## config.mk

```make
export PLATFORM = sky130hd
export DESIGN_NAME = multi_channel_interval_timer
export DESIGN_NICKNAME = d
export VERILOG_FILES = /design/src/rtl/mcit_pkg.sv /design/src/rtl/mcit_mem.sv /design/src/rtl/mcit_seq.sv /design/src/rtl/multi_channel_interval_timer.sv
export SDC_FILE = /design/constraint.sdc
export NUM_CORES = 1
export LEC_CHECK = 0
export ABC_CLOCK_PERIOD_IN_PS = 12500
export BUFFER_PORTS_ARGS = -buffer_cell sky130_fd_sc_hd__buf_2
export CAP_MARGIN = 5
export CORE_ASPECT_RATIO = 0.9
export CORE_MARGIN = 3
export CORE_UTILIZATION = 65
export CTS_BUF_LIST = sky130_fd_sc_hd__clkbuf_4
export DETAILED_ROUTE_END_ITERATION = 16
export GPL_ROUTABILITY_DRIVEN = 0
export PLACE_DENSITY = 0.83
export SLEW_MARGIN = 40
export SYNTH_ARGS = -nofsm -noshare
export SYNTH_HDL_FRONTEND = slang
export SYNTH_SLANG_ARGS = --single-unit
```

## constraint.sdc

```tcl
create_clock -name clk -period 12.5 [get_ports clk]
set_clock_uncertainty 0.05 [all_clocks]
set_input_delay 1.25 -clock clk [delete_from_list [all_inputs] [get_ports clk]]
set_output_delay 1.25 -clock clk [all_outputs]
set_load 0.005 [all_outputs]
```

## src/rtl/mcit_pkg.sv

```systemverilog
// ----------------------------------------------------------------------------
// mcit_pkg
// Shared types and constants of the interval timer bank.
// ----------------------------------------------------------------------------
package mcit_pkg;

	localparam int TIMERS_DEF = 8;
	localparam int MAX_FIRED  = 8;
	localparam int FCNT_W     = $clog2(MAX_FIRED + 1);

	typedef enum logic [1:0] {
		OP_TICK  = 2'd0,
		OP_START = 2'd1,
		OP_STOP  = 2'd2,
		OP_CONT  = 2'd3
	} op_t;

	typedef enum logic [1:0] {
		KIND_FIRED  = 2'd0,
		KIND_ACCEPT = 2'd1,
		KIND_REFUSE = 2'd2
	} kind_t;

	typedef enum logic [1:0] {
		ST_IDLE,
		ST_CMD,
		ST_SCAN,
		ST_FLUSH
	} state_t;

	// one memory word per channel
	typedef struct packed {
		logic [31:0] reload;
		logic [31:0] deadline;
	} entry_t;

endpackage

```

## src/rtl/mcit_mem.sv

```systemverilog
// ----------------------------------------------------------------------------
// mcit_mem
// Channel store: one write port, one read port, registered read data.
// ----------------------------------------------------------------------------
module mcit_mem #(
	parameter int DEPTH = 8,
	parameter int AW    = 3
) (
	input  logic            clk,
	input  logic            we,
	input  logic [AW-1:0]   waddr,
	input  mcit_pkg::entry_t wdata,
	input  logic            re,
	input  logic [AW-1:0]   raddr,
	output mcit_pkg::entry_t rdata
);
	import mcit_pkg::*;

	entry_t mem [DEPTH];
	entry_t rdata_q;

	always_ff @(posedge clk) begin
		if (we) begin
			mem[waddr] <= wdata;
		end
	end

	always_ff @(posedge clk) begin
		if (re) begin
			rdata_q <= mem[raddr];
		end
	end

	assign rdata = rdata_q;

endmodule

```

## src/rtl/mcit_seq.sv

```systemverilog
// ----------------------------------------------------------------------------
// mcit_seq
// Command sequencer and channel scan: tick counter, running flags, expiry
// check and reload write-back, result register.
// ----------------------------------------------------------------------------
module mcit_seq #(
	parameter int TIMERS = 8,
	parameter int AW     = 3
) (
	input  logic              clk,
	input  logic              arst_n,
	input  logic              start,
	output logic              busy,
	input  logic [1:0]        op,
	input  logic [2:0]        timer_id,
	input  logic [31:0]       delay_ms,
	input  logic [31:0]       interval_ms,
	output logic              strobe,
	output logic [1:0]        kind,
	output logic [2:0]        which_timer,
	output logic              last,
	output logic              mem_we,
	output logic [AW-1:0]     mem_waddr,
	output mcit_pkg::entry_t  mem_wdata,
	output logic              mem_re,
	output logic [AW-1:0]     mem_raddr,
	input  mcit_pkg::entry_t  mem_rdata
);
	import mcit_pkg::*;

	state_t state_q, state_d;

	logic [31:0]       now_q;
	logic [TIMERS-1:0] running_q;
	op_t               op_q;
	logic [2:0]        id_q;
	logic [31:0]       delay_q;
	logic [31:0]       interval_q;

	logic [AW-1:0]     scan_q;
	logic              issue_done_q;
	logic              v_s1;
	logic [AW-1:0]     ch_s1;

	logic              pend_q;
	logic [AW-1:0]     pend_ch_q;
	logic [FCNT_W-1:0] fired_cnt_q;

	logic              res_valid_q;
	kind_t             res_kind_q;
	logic [2:0]        res_which_q;
	logic              res_last_q;

	logic              accept;
	logic              id_ok;
	logic [AW-1:0]     id_idx;
	logic [31:0]       diff;
	logic              hit;
	logic              report;

	logic              emit;
	kind_t             emit_kind;
	logic [2:0]        emit_which;
	logic              emit_last;
	logic              run_wr;
	logic [AW-1:0]     run_idx;
	logic              run_val;

	assign accept = start && (state_q == ST_IDLE);
	assign busy   = (state_q != ST_IDLE);
	assign id_ok  = 32'(id_q) < 32'(TIMERS);
	assign id_idx = AW'(id_q);
	assign diff   = now_q - mem_rdata.deadline;
	assign hit    = v_s1 && running_q[ch_s1] && !diff[31];
	assign report = hit && (fired_cnt_q < FCNT_W'(MAX_FIRED));

	// next state
	always_comb begin
		state_d = state_q;
		unique case (state_q)
			ST_IDLE: begin
				if (accept) begin
					state_d = (op_t'(op) == OP_TICK) ? ST_SCAN : ST_CMD;
				end
			end
			ST_CMD: state_d = ST_IDLE;
			ST_SCAN: begin
				if (v_s1 && ch_s1 == AW'(TIMERS - 1)) begin
					state_d = ST_FLUSH;
				end
			end
			ST_FLUSH: state_d = ST_IDLE;
			default: state_d = ST_IDLE;
		endcase
	end

	// outputs of each state
	always_comb begin
		emit       = 1'b0;
		emit_kind  = KIND_ACCEPT;
		emit_which = id_q;
		emit_last  = 1'b1;
		run_wr     = 1'b0;
		run_idx    = id_idx;
		run_val    = 1'b0;
		mem_we     = 1'b0;
		mem_waddr  = ch_s1;
		mem_wdata  = '{reload: mem_rdata.reload, deadline: now_q + mem_rdata.reload};
		mem_re     = 1'b0;
		mem_raddr  = scan_q;
		unique case (state_q)
			ST_IDLE: begin
			end
			ST_CMD: begin
				emit = 1'b1;
				if (!id_ok) begin
					emit_kind = KIND_REFUSE;
				end else begin
					unique case (op_q)
						OP_START: begin
							if (delay_q == 32'd0 && interval_q == 32'd0) begin
								emit_kind = KIND_REFUSE;
							end else begin
								run_wr    = 1'b1;
								run_val   = 1'b1;
								mem_we    = 1'b1;
								mem_waddr = id_idx;
								mem_wdata = '{reload: interval_q, deadline: now_q + delay_q};
							end
						end
						OP_STOP: begin
							run_wr  = 1'b1;
							run_val = 1'b0;
						end
						OP_CONT: begin
							if (running_q[id_idx]) begin
								emit_kind = KIND_REFUSE;
							end else begin
								run_wr  = 1'b1;
								run_val = 1'b1;
							end
						end
						OP_TICK: begin
						end
						default: begin
						end
					endcase
				end
			end
			ST_SCAN: begin
				mem_re = !issue_done_q;
				// a fired channel reloads or stops; the result lags by one hit
				if (hit) begin
					if (mem_rdata.reload == 32'd0) begin
						run_wr  = 1'b1;
						run_idx = ch_s1;
						run_val = 1'b0;
					end else begin
						mem_we = 1'b1;
					end
				end
				if (report && pend_q) begin
					emit       = 1'b1;
					emit_kind  = KIND_FIRED;
					emit_which = 3'(pend_ch_q);
					emit_last  = 1'b0;
				end
			end
			ST_FLUSH: begin
				emit       = pend_q;
				emit_kind  = KIND_FIRED;
				emit_which = 3'(pend_ch_q);
				emit_last  = 1'b1;
			end
			default: begin
			end
		endcase
	end

	always_ff @(posedge clk or negedge arst_n) begin
		if (!arst_n) begin
			state_q      <= ST_IDLE;
			now_q        <= '0;
			running_q    <= '0;
			scan_q       <= '0;
			issue_done_q <= 1'b0;
			v_s1         <= 1'b0;
			pend_q       <= 1'b0;
			fired_cnt_q  <= '0;
			res_valid_q  <= 1'b0;
		end else begin
			state_q     <= state_d;
			v_s1        <= mem_re;
			res_valid_q <= emit;
			if (run_wr) begin
				running_q[run_idx] <= run_val;
			end
			if (accept && op_t'(op) == OP_TICK) begin
				now_q        <= now_q + 32'd1;
				scan_q       <= '0;
				issue_done_q <= 1'b0;
				pend_q       <= 1'b0;
				fired_cnt_q  <= '0;
			end
			if (mem_re) begin
				if (scan_q == AW'(TIMERS - 1)) begin
					issue_done_q <= 1'b1;
				end else begin
					scan_q <= scan_q + AW'(1);
				end
			end
			if (state_q == ST_SCAN && report) begin
				pend_q      <= 1'b1;
				fired_cnt_q <= fired_cnt_q + FCNT_W'(1);
			end
			if (state_q == ST_FLUSH) begin
				pend_q <= 1'b0;
			end
		end
	end

	always_ff @(posedge clk) begin
		if (accept) begin
			op_q       <= op_t'(op);
			id_q       <= timer_id;
			delay_q    <= delay_ms;
			interval_q <= interval_ms;
		end
		ch_s1 <= scan_q;
		if (state_q == ST_SCAN && report) begin
			pend_ch_q <= ch_s1;
		end
		res_kind_q  <= emit_kind;
		res_which_q <= emit_which;
		res_last_q  <= emit_last;
	end

	assign strobe      = res_valid_q;
	assign kind        = res_kind_q;
	assign which_timer = res_which_q;
	assign last        = res_last_q;

	a_cmd_result: assert property (@(posedge clk) disable iff (!arst_n)
		state_q == ST_CMD |=> res_valid_q && res_last_q)
		else $error("command did not give a final result");

	a_fired_cap: assert property (@(posedge clk) disable iff (!arst_n)
		fired_cnt_q <= FCNT_W'(MAX_FIRED))
		else $error("fired count beyond limit");

	a_cmd_kind_last: assert property (@(posedge clk) disable iff (!arst_n)
		res_valid_q && res_kind_q != KIND_FIRED |-> res_last_q)
		else $error("command result without last");

	a_scan_write: assert property (@(posedge clk) disable iff (!arst_n)
		mem_we && state_q == ST_SCAN |-> v_s1 && mem_waddr == ch_s1)
		else $error("scan write-back off the evaluated channel");

	a_flush_idle: assert property (@(posedge clk) disable iff (!arst_n)
		state_q == ST_FLUSH |=> !pend_q && state_q == ST_IDLE)
		else $error("pending result left after flush");

endmodule

```

## src/rtl/multi_channel_interval_timer.sv

```systemverilog
// ----------------------------------------------------------------------------
// multi_channel_interval_timer
// Bank of one-shot / periodic timer channels driven by a millisecond tick.
// ----------------------------------------------------------------------------
// A transaction is taken when start is high and busy is low. A start, stop or
// continue holds busy while its command state decodes it, and gives one
// result. A tick holds busy through the scan and a flush state: the channel
// store has a single read port, so the scan reads one channel per cycle,
// checks it and writes its new deadline back in the cycle after the read, and
// the flush state then gives the final fired report. A command result
// shows on the result ports for one cycle with strobe high, in the cycle after
// the command is decoded; a fired report is held until the next fired channel
// is found or the scan ends, so that last can be marked. There is no
// backpressure, so capture every strobe. A tick reports at most eight fired
// channels, the last marked by last.
module multi_channel_interval_timer #(
	parameter int TIMERS = mcit_pkg::TIMERS_DEF
) (
	input  logic        clk,
	input  logic        arst_n,
	input  logic        start,
	output logic        busy,
	input  logic [1:0]  op,
	input  logic [2:0]  timer_id,
	input  logic [31:0] delay_ms,
	input  logic [31:0] interval_ms,
	output logic        strobe,
	output logic [1:0]  kind,
	output logic [2:0]  which_timer,
	output logic        last
);
	import mcit_pkg::*;

	localparam int AW = (TIMERS > 1) ? $clog2(TIMERS) : 1;

	logic          mem_we;
	logic [AW-1:0] mem_waddr;
	entry_t        mem_wdata;
	logic          mem_re;
	logic [AW-1:0] mem_raddr;
	entry_t        mem_rdata;

	mcit_seq #(
		.TIMERS (TIMERS),
		.AW     (AW)
	) u_seq (
		.clk         (clk),
		.arst_n      (arst_n),
		.start       (start),
		.busy        (busy),
		.op          (op),
		.timer_id    (timer_id),
		.delay_ms    (delay_ms),
		.interval_ms (interval_ms),
		.strobe      (strobe),
		.kind        (kind),
		.which_timer (which_timer),
		.last        (last),
		.mem_we      (mem_we),
		.mem_waddr   (mem_waddr),
		.mem_wdata   (mem_wdata),
		.mem_re      (mem_re),
		.mem_raddr   (mem_raddr),
		.mem_rdata   (mem_rdata)
	);

	mcit_mem #(
		.DEPTH (TIMERS),
		.AW    (AW)
	) u_mem (
		.clk   (clk),
		.we    (mem_we),
		.waddr (mem_waddr),
		.wdata (mem_wdata),
		.re    (mem_re),
		.raddr (mem_raddr),
		.rdata (mem_rdata)
	);

endmodule
```

==> After elaboration in Yosys (flattened, before gate mapping) <==
Memory sizes are Yosys's and may differ from the RTL's. A register that Yosys moved wholly into a read port is not among the register bits.
Index checks and enable logic that the tools add are counted.
{ "op_classes": {"add_sub_neg": 6, "n_lt_le_gt_ge": 5, "n_mux": 56, "n_reduce_logical": 22, "eq_ne": 10} }
{ "op_table": {"columns": ["op", "n"], "rows": [
  ["two-way mux 64 bit", 3],
  ["zero test 32 bit", 3],
  ["adder 32 bit", 2],
  ["adder 32 x 1 -> 32 bit (second input constant)", 1],
  ["subtractor 32 bit", 1],
  ["two-way mux 3 bit", 10],
  ["two-way mux 1 bit", 23],
  ["less-than comparator 3 x 4 -> 1 bit (second input constant)", 3],
  ["case mux 2 bit (3 select lines)", 2],
  ["logical AND 1 bit", 10],
  ["two-way mux 2 bit", 5],
  ["bitwise mux 8 bit", 1],
  ["== test 2 bit (second input constant)", 4],
  ["two-way mux 4 bit", 2],
  ["binary-select mux 1 bit (select 3 bit)", 2],
  ["== test 3 bit (second input constant)", 2],
  ["case mux 1 bit (2 select lines)", 3],
  ["case mux 1 bit (3 select lines)", 2],
  ["case mux 3 bit (2 select lines)", 1],
  ["adder 4 x 1 -> 4 bit (second input constant)", 1],
  ["== test 2 x 1 -> 1 bit (second input constant)", 2],
  ["zero test 2 bit", 2],
  ["less-than comparator 4 bit (second input constant)", 1],
  ["inequality test 2 x 1 -> 1 bit (second input constant)", 2],
  ["other kinds (9)", 11]
]} }
{ "totals": {"ff_bits": 134, "ramBits": 512, "wordCells": 118, "output_inout_bits": 8, "memories": 1, "input_bits": 72} }
{ "memory_table": {"columns": ["name", "words", "width", "read_ports", "rd_clocked_by_memory_dff", "write_ports", "line", "text"], "rows": [
  ["u_mem.mem", 8, 64, 1, 1, 1, "mcit_mem.sv:19", "entry_t mem [DEPTH];"]
]} }

==> Longest topological paths before layout <==
{ "logic_depth": {"ltp_word": 11, "mapped_depth": 13} }

==> Cells and area by module <==
From an unflattened synthesis, not the netlist that was laid out.
{ "unflattened": {"cells_unflattened": 1867, "area_unflattened_um2": 31332.6} }
{ "by_module_without_submodules": {"columns": ["mod", "cells_per_inst", "area_each_um2", "n_inst"], "rows": [
  ["mcit_mem", 816, 21187.8, 1],
  ["mcit_seq", 1051, 10144.7, 1]
]} }

==> Least setup slack after synthesis <==
No wires, ideal clock.
{ "synth_timing": {"kind": "register to register", "startpoint": "reg u_seq.now_q[29]", "endpoint": "mem u_mem.mem[1][0] in the netlist's numbering (enable)", "setup_ns": 0.494, "n_path_buf": 0, "slack_ns": 6.767, "path_stages_with_launch": 10, "t_required_ns": 11.956, "arrival_ns": 5.189, "synth_period_minus_slack_ns": 5.733, "path_cell_list": "dfrtp_1 > ha_1 > nand4_2 > nor4_2 > o211ai_1 > or4b_4 > nand3_2 > nor2b_1 > a31o_2 > nor2b_1"} }
{ "synth_between": {"elab_chain_len": 7} }
{ "synth_lines": {"columns": ["element", "line", "text"], "rows": [
  ["from (decl)", "mcit_seq.sv:33", "logic [31:0] now_q;"],
  ["from (signal assigned)", "mcit_seq.sv:199", "now_q <= now_q + 32'd1;"],
  ["subtractor 32 bit", "mcit_seq.sv:73", "assign diff = now_q - mem_rdata.deadline;"],
  ["zero test 1 bit", "mcit_seq.sv:74", "assign hit = v_s1 && running_q[ch_s1] && !diff[31];"],
  ["logical AND 1 bit", "mcit_seq.sv:74", null],
  ["two-way mux 1 bit", "mcit_seq.sv:153", "if (hit) begin"],
  ["case mux 1 bit (2 select lines)", "mcit_seq.sv:111", "unique case (state_q)"],
  ["two-way mux 1 bit", "mcit_mem.sv:23", "if (we) begin"],
  ["two-way mux 1 bit (implied by the code)", "mcit_mem.sv:24", "mem[waddr] <= wdata;"],
  ["to (decl)", "mcit_mem.sv:19", null]
]} }
No other way between the ends.

==> Final worst setup path <==
{ "layout_timing": {"startpoint": "reg u_seq.interval_q[21]", "endpoint": "mem u_mem.mem[4][63] in the netlist's numbering (enable)"} }
{ "layout_between": {"elab_chain_len": 7, "elab_cells_between_ends": 10, "cone_classes": "mux (8); reduce/logical (2)"} }
{ "layout_lines": {"columns": ["element", "line", "text"], "rows": [
  ["from (decl)", "mcit_seq.sv:38", "logic [31:0] interval_q;"],
  ["from (signal assigned)", "mcit_seq.sv:227", "interval_q <= interval_ms;"],
  ["zero test 32 bit (*)", "mcit_seq.sv:121", "if (delay_q == 32'd0 && interval_q == 32'd0) begin"],
  ["logical AND 1 bit (*)", "mcit_seq.sv:121", null],
  ["two-way mux 1 bit", "mcit_seq.sv:121", null],
  ["two-way mux 1 bit", "mcit_seq.sv:119", "unique case (op_q)"],
  ["case mux 1 bit (2 select lines)", "mcit_seq.sv:111", null],
  ["two-way mux 1 bit", "mcit_mem.sv:23", null],
  ["two-way mux 1 bit (implied by the code)", "mcit_mem.sv:24", null]
]} }
Every way passes the cells marked *; elsewhere a longest branch is shown, timed or not.

==> flow_metrics.env <==
export IMPL_synth_xor_area_share_pct=2.33
export IMPL_synth_top_area_share_pct=62.5
export IMPL_die_w_um=237
export IMPL_synth_top_family_by_area="multiplexers"
export IMPL_multi_input_area_um2=9830
export IMPL_cellPowerDensity_nw_per_um2=206
export IMPL_path_max_fanout=67
export IMPL_synth_flop_cell="edfxtp_1"
export IMPL_arrival_ns=5.81
export IMPL_required_ns=13.12
export IMPL_cp_start_kind="register"
export IMPL_yosysWarningCount=0
export IMPL_clockRootBuffer="clkbuf_4"
export IMPL_drv_slew=0
export IMPL_grt_pass1_vias=19000
export IMPL_fin_ws_ns=7.31
export IMPL_endpoint_kind="register"
export IMPL_async_flop_share_pct=7.46
export IMPL_ys_seq_area_share_pct=67.3
export IMPL_place_inst=2598
export IMPL_synth_avg_cell_area_um2=16.1
export IMPL_dr_first_iter_drc_count=2104
export IMPL_place_ws_ns=7.45
export IMPL_worst_pin_slew_ns=0.844
export IMPL_drt_antenna_violating_nets=0
export IMPL_synth_compound_area_share_pct=5.33
export IMPL_grt_pass1_wl_um=110000
export IMPL_fmax_mhz=193
export IMPL_final_hold_viol_count=0
export IMPL_insertion_delay_ns=1.04
export IMPL_max_cap_violations=0
export IMPL_drt_first_pass_iters=6
export IMPL_p_seq_share_pct=46.3
export IMPL_instances_no_fill=2917
export IMPL_cts_max_level=4
export IMPL_io_pins=80
export IMPL_syn_to_final_growth_pct=12.3
export IMPL_max_slew_margin_pct=43.7
export IMPL_power_switching_mw=2.21
export IMPL_fin_nets=2334
export IMPL_yosysUniqueCellTypes=64
export IMPL_p_comb_share_pct=26.4
export IMPL_synthAdderAreaFrac_pct=4.14
export IMPL_grt_usage_pct=29.3
export IMPL_holdWs_ns=0.227
export IMPL_final_core_util_pct=74.4
export IMPL_wl_per_cell_um=24.7
export IMPL_synthSimpleGateAreaFrac_pct=6.53
export IMPL_syn_inst=1940
export IMPL_setup_viol_count_final=0
export IMPL_critical_path_class="reg2reg"
export IMPL_fp_dieArea_um2=50600
export IMPL_core_area_um2=47000
export IMPL_synth_area_leaders="edfxtp_1 62%, mux4_2 9.5%, dfrtp_1 4.3%, ha_1 4.0%, mux2_2 2.6%"
export IMPL_vias=18800
export IMPL_synthMuxAreaShare_pct=12.8
export IMPL_grt_max_degree=68
export IMPL_synthTopCellsByCount="648 x edfxtp_1, 175 x nand2_1, 132 x mux4_2, 100 x ha_1"
export IMPL_cts_repair_resized=0
export IMPL_irDropWorstVdd_uv=139
export IMPL_pwr_share_clk_pct=27.3
export IMPL_fillerInstances=2786
export IMPL_cts_sinks=710
export IMPL_p_leak_nw=12.7
export IMPL_post_dp_hpwl_um=45500
export IMPL_hp_class="in2async"
export IMPL_syn_nets=2114
export IMPL_grt_antenna_before_repair=2
export IMPL_layout_min_cycle_time_ns=5.19
export IMPL_internal_power_mw=5.00
export IMPL_status="finished clean"
export IMPL_wl_um=72100
export IMPL_seq_area_um2=21000
export IMPL_rsz0062_at_grt="no"
export IMPL_syn_cell_area_um2=31200
export IMPL_initial_core_util_pct=66.3
export IMPL_via_per_inst=6.44
export IMPL_synth_top_area_cell="edfxtp_1"
export IMPL_clkSlewWorstSetupHoldPaths_ns=0.07
export IMPL_cts_tree="done"
export IMPL_p_sw_share_pct=30.7
export IMPL_final_layout_size_suffix_gt1_share_pct=27.3
export IMPL_drcViolationCount=0
export IMPL_finalSetupTns_ns=0
export IMPL_holdBufCountCts=0
export IMPL_cts_buffers=174
export IMPL_fin_crit_sh_pct=41.5
export IMPL_clk_path_buf_depth=3
export IMPL_synth_most_common_cell="edfxtp_1"
export IMPL_io_buffers=79
export IMPL_ys_ff_latch=710
export IMPL_cts_setup_buffers=0
export IMPL_overflow=0
export IMPL_die_height_um=214
export IMPL_rows=75
export IMPL_synth_edf_count=648
-- placed cells by master (no fill, tap or decap), types with 6 or more instances in the layout --
cell / netlist / final
o22ai_1: 8 / 8
clkinv_1: 0 / 33
o21a_1: 10 / 10
buf_6: 1 / 10
nor2_1: 80 / 75
dfrtp_1: 53 / 50
inv_1: 63 / 63
edfxtp_1: 648 / 648
nor2b_1: 13 / 9
nand4_1: 20 / 20
nand2_1: 175 / 175
o21ai_1: 0 / 6
mux2_2: 73 / 73
o21ai_0: 62 / 56
or3_1: 10 / 10
buf_2: 1 / 79
xnor2_1: 44 / 44
o21bai_1: 8 / 8
mux2i_1: 18 / 18
clkbuf_4: 0 / 258
o211ai_1: 7 / 7
buf_4: 0 / 8
dfxtp_1: 9 / 9
xor2_1: 39 / 39
nand2b_1: 16 / 16
a31oi_1: 10 / 9
a21o_1: 25 / 25
nand3_1: 30 / 29
mux4_2: 132 / 132
ha_1: 100 / 100
and3_1: 11 / 11
clkinv_2: 0 / 6
a21oi_1: 80 / 80
diode_2: 0 / 7
a211oi_1: 15 / 15
nor3_1: 18 / 16
nor4_1: 29 / 25
buf_16: 0 / 8
-- area by class of cell --
| class | count | share of cell area [%] |
|---|---|---|
| inverter | 63 | 0.676 |
| tap | 616 | 2.20 |
| timing repair buffer | 108 | 2.43 |
| sequential | 710 | 60.0 |
| antenna | 7 | 0.0501 |
| clock inverter | 52 | 1.04 |
| multi-input combinational | 1103 | 28.1 |
| clock buffer | 258 | 5.54 |
-- worst paths after layout --
| path | startpoint | to | slack, ns | cells past startpoint |
|---|---|---|---|---|
| min | arst_n | u_seq.issue_done_q | 0.23 | 2 |
| min reg2reg | u_seq.mem_raddr[1] | u_seq.ch_s1[1] | 0.47 | 0 |
| max | u_seq.interval_q[21] | u_mem.mem[4][63] | 7.31 | 11 |
| max in group asynchronous | arst_n | u_seq.running_q[5] | 11.73 | 2 |
| min in group clk | interval_ms[3] | u_seq.interval_q[3] | 0.33 | 1 |
| max reg2reg | u_seq.interval_q[21] | u_mem.mem[4][63] | 7.31 | 11 |
-- metal layers --
layer / GRT usage (%) / up-vias / wire length, µm / share of wire, %
met5: 0 / - / 0 / 0
met4: 10.9 / 0 / 2090 / 2.9
met3: 7.07 / 156 / 6320 / 8.8
met2: 46.2 / 979 / 35000 / 49
met1: 40.8 / 9473 / 28700 / 40
li1: - / 8175 / - / -
-- through the flow --
stage,total power [mW],area [µm²]
final,7.21,35000
after floorplan,4.67,31200
after detailed placement,5.27,32600
after global routing,7.57,35000
after global placement,5.15,32300
after CTS,7.24,34900
-- worst max-delay path, cell delays in order, from the launching register on --
cell,delay [ns]
edfxtp_1,0.40
nor4_1,0.73
nand4_1,0.34
nor4_2,0.76
nor2_1,0.20
nand3_2,0.14
buf_4,0.64
nor3b_1,0.13
o21ai_0,0.61
nor2_4,0.22
buf_16,0.23
buf_4,0.37
-- power groups by stage --
stage               Combinational [mW]  Sequential [mW]  Clock, mW
floorplan                         1.41             3.26          0
global placement                  1.73             3.43          0
detailed placement                1.87             3.40          0
CTS                               1.87             3.35       2.01
global route                      2.08             3.35       2.14
finish                            1.90             3.33       1.97
-- sequential cells by signal, indices dropped and copies added, names as in the netlist, 2 cells and up --
name / flops
u_seq.running_q: 8
u_seq.which_timer: 3
u_seq.interval_q: 32
u_seq.now_q: 32
u_seq.delay_q: 32
u_mem.mem: 512
u_seq.state_q: 2
u_seq.pend_ch_q: 3
u_seq.fired_cnt_q: 4
u_seq.kind: 2
u_seq.op_q: 2
u_seq.id_idx: 3
u_seq.ch_s1: 3
u_mem.rdata: 64
u_seq.mem_raddr: 3
-- kinds of logic (layout without fill, tap and decap cells) --
kind of cell / count (synthesis) / in the layout
flip-flops: 710 / 710
AND/OR/NAND/NOR: 428 / 428
AO/OA/AOI/OAI: 266 / 266
multiplexers: 224 / 224
buffers and inverters: 127 / 481
adder cells (fa/ha/maj): 102 / 102
XOR/XNOR: 83 / 83
other: 0 / 7
Power figures use the tool's default switching activity.
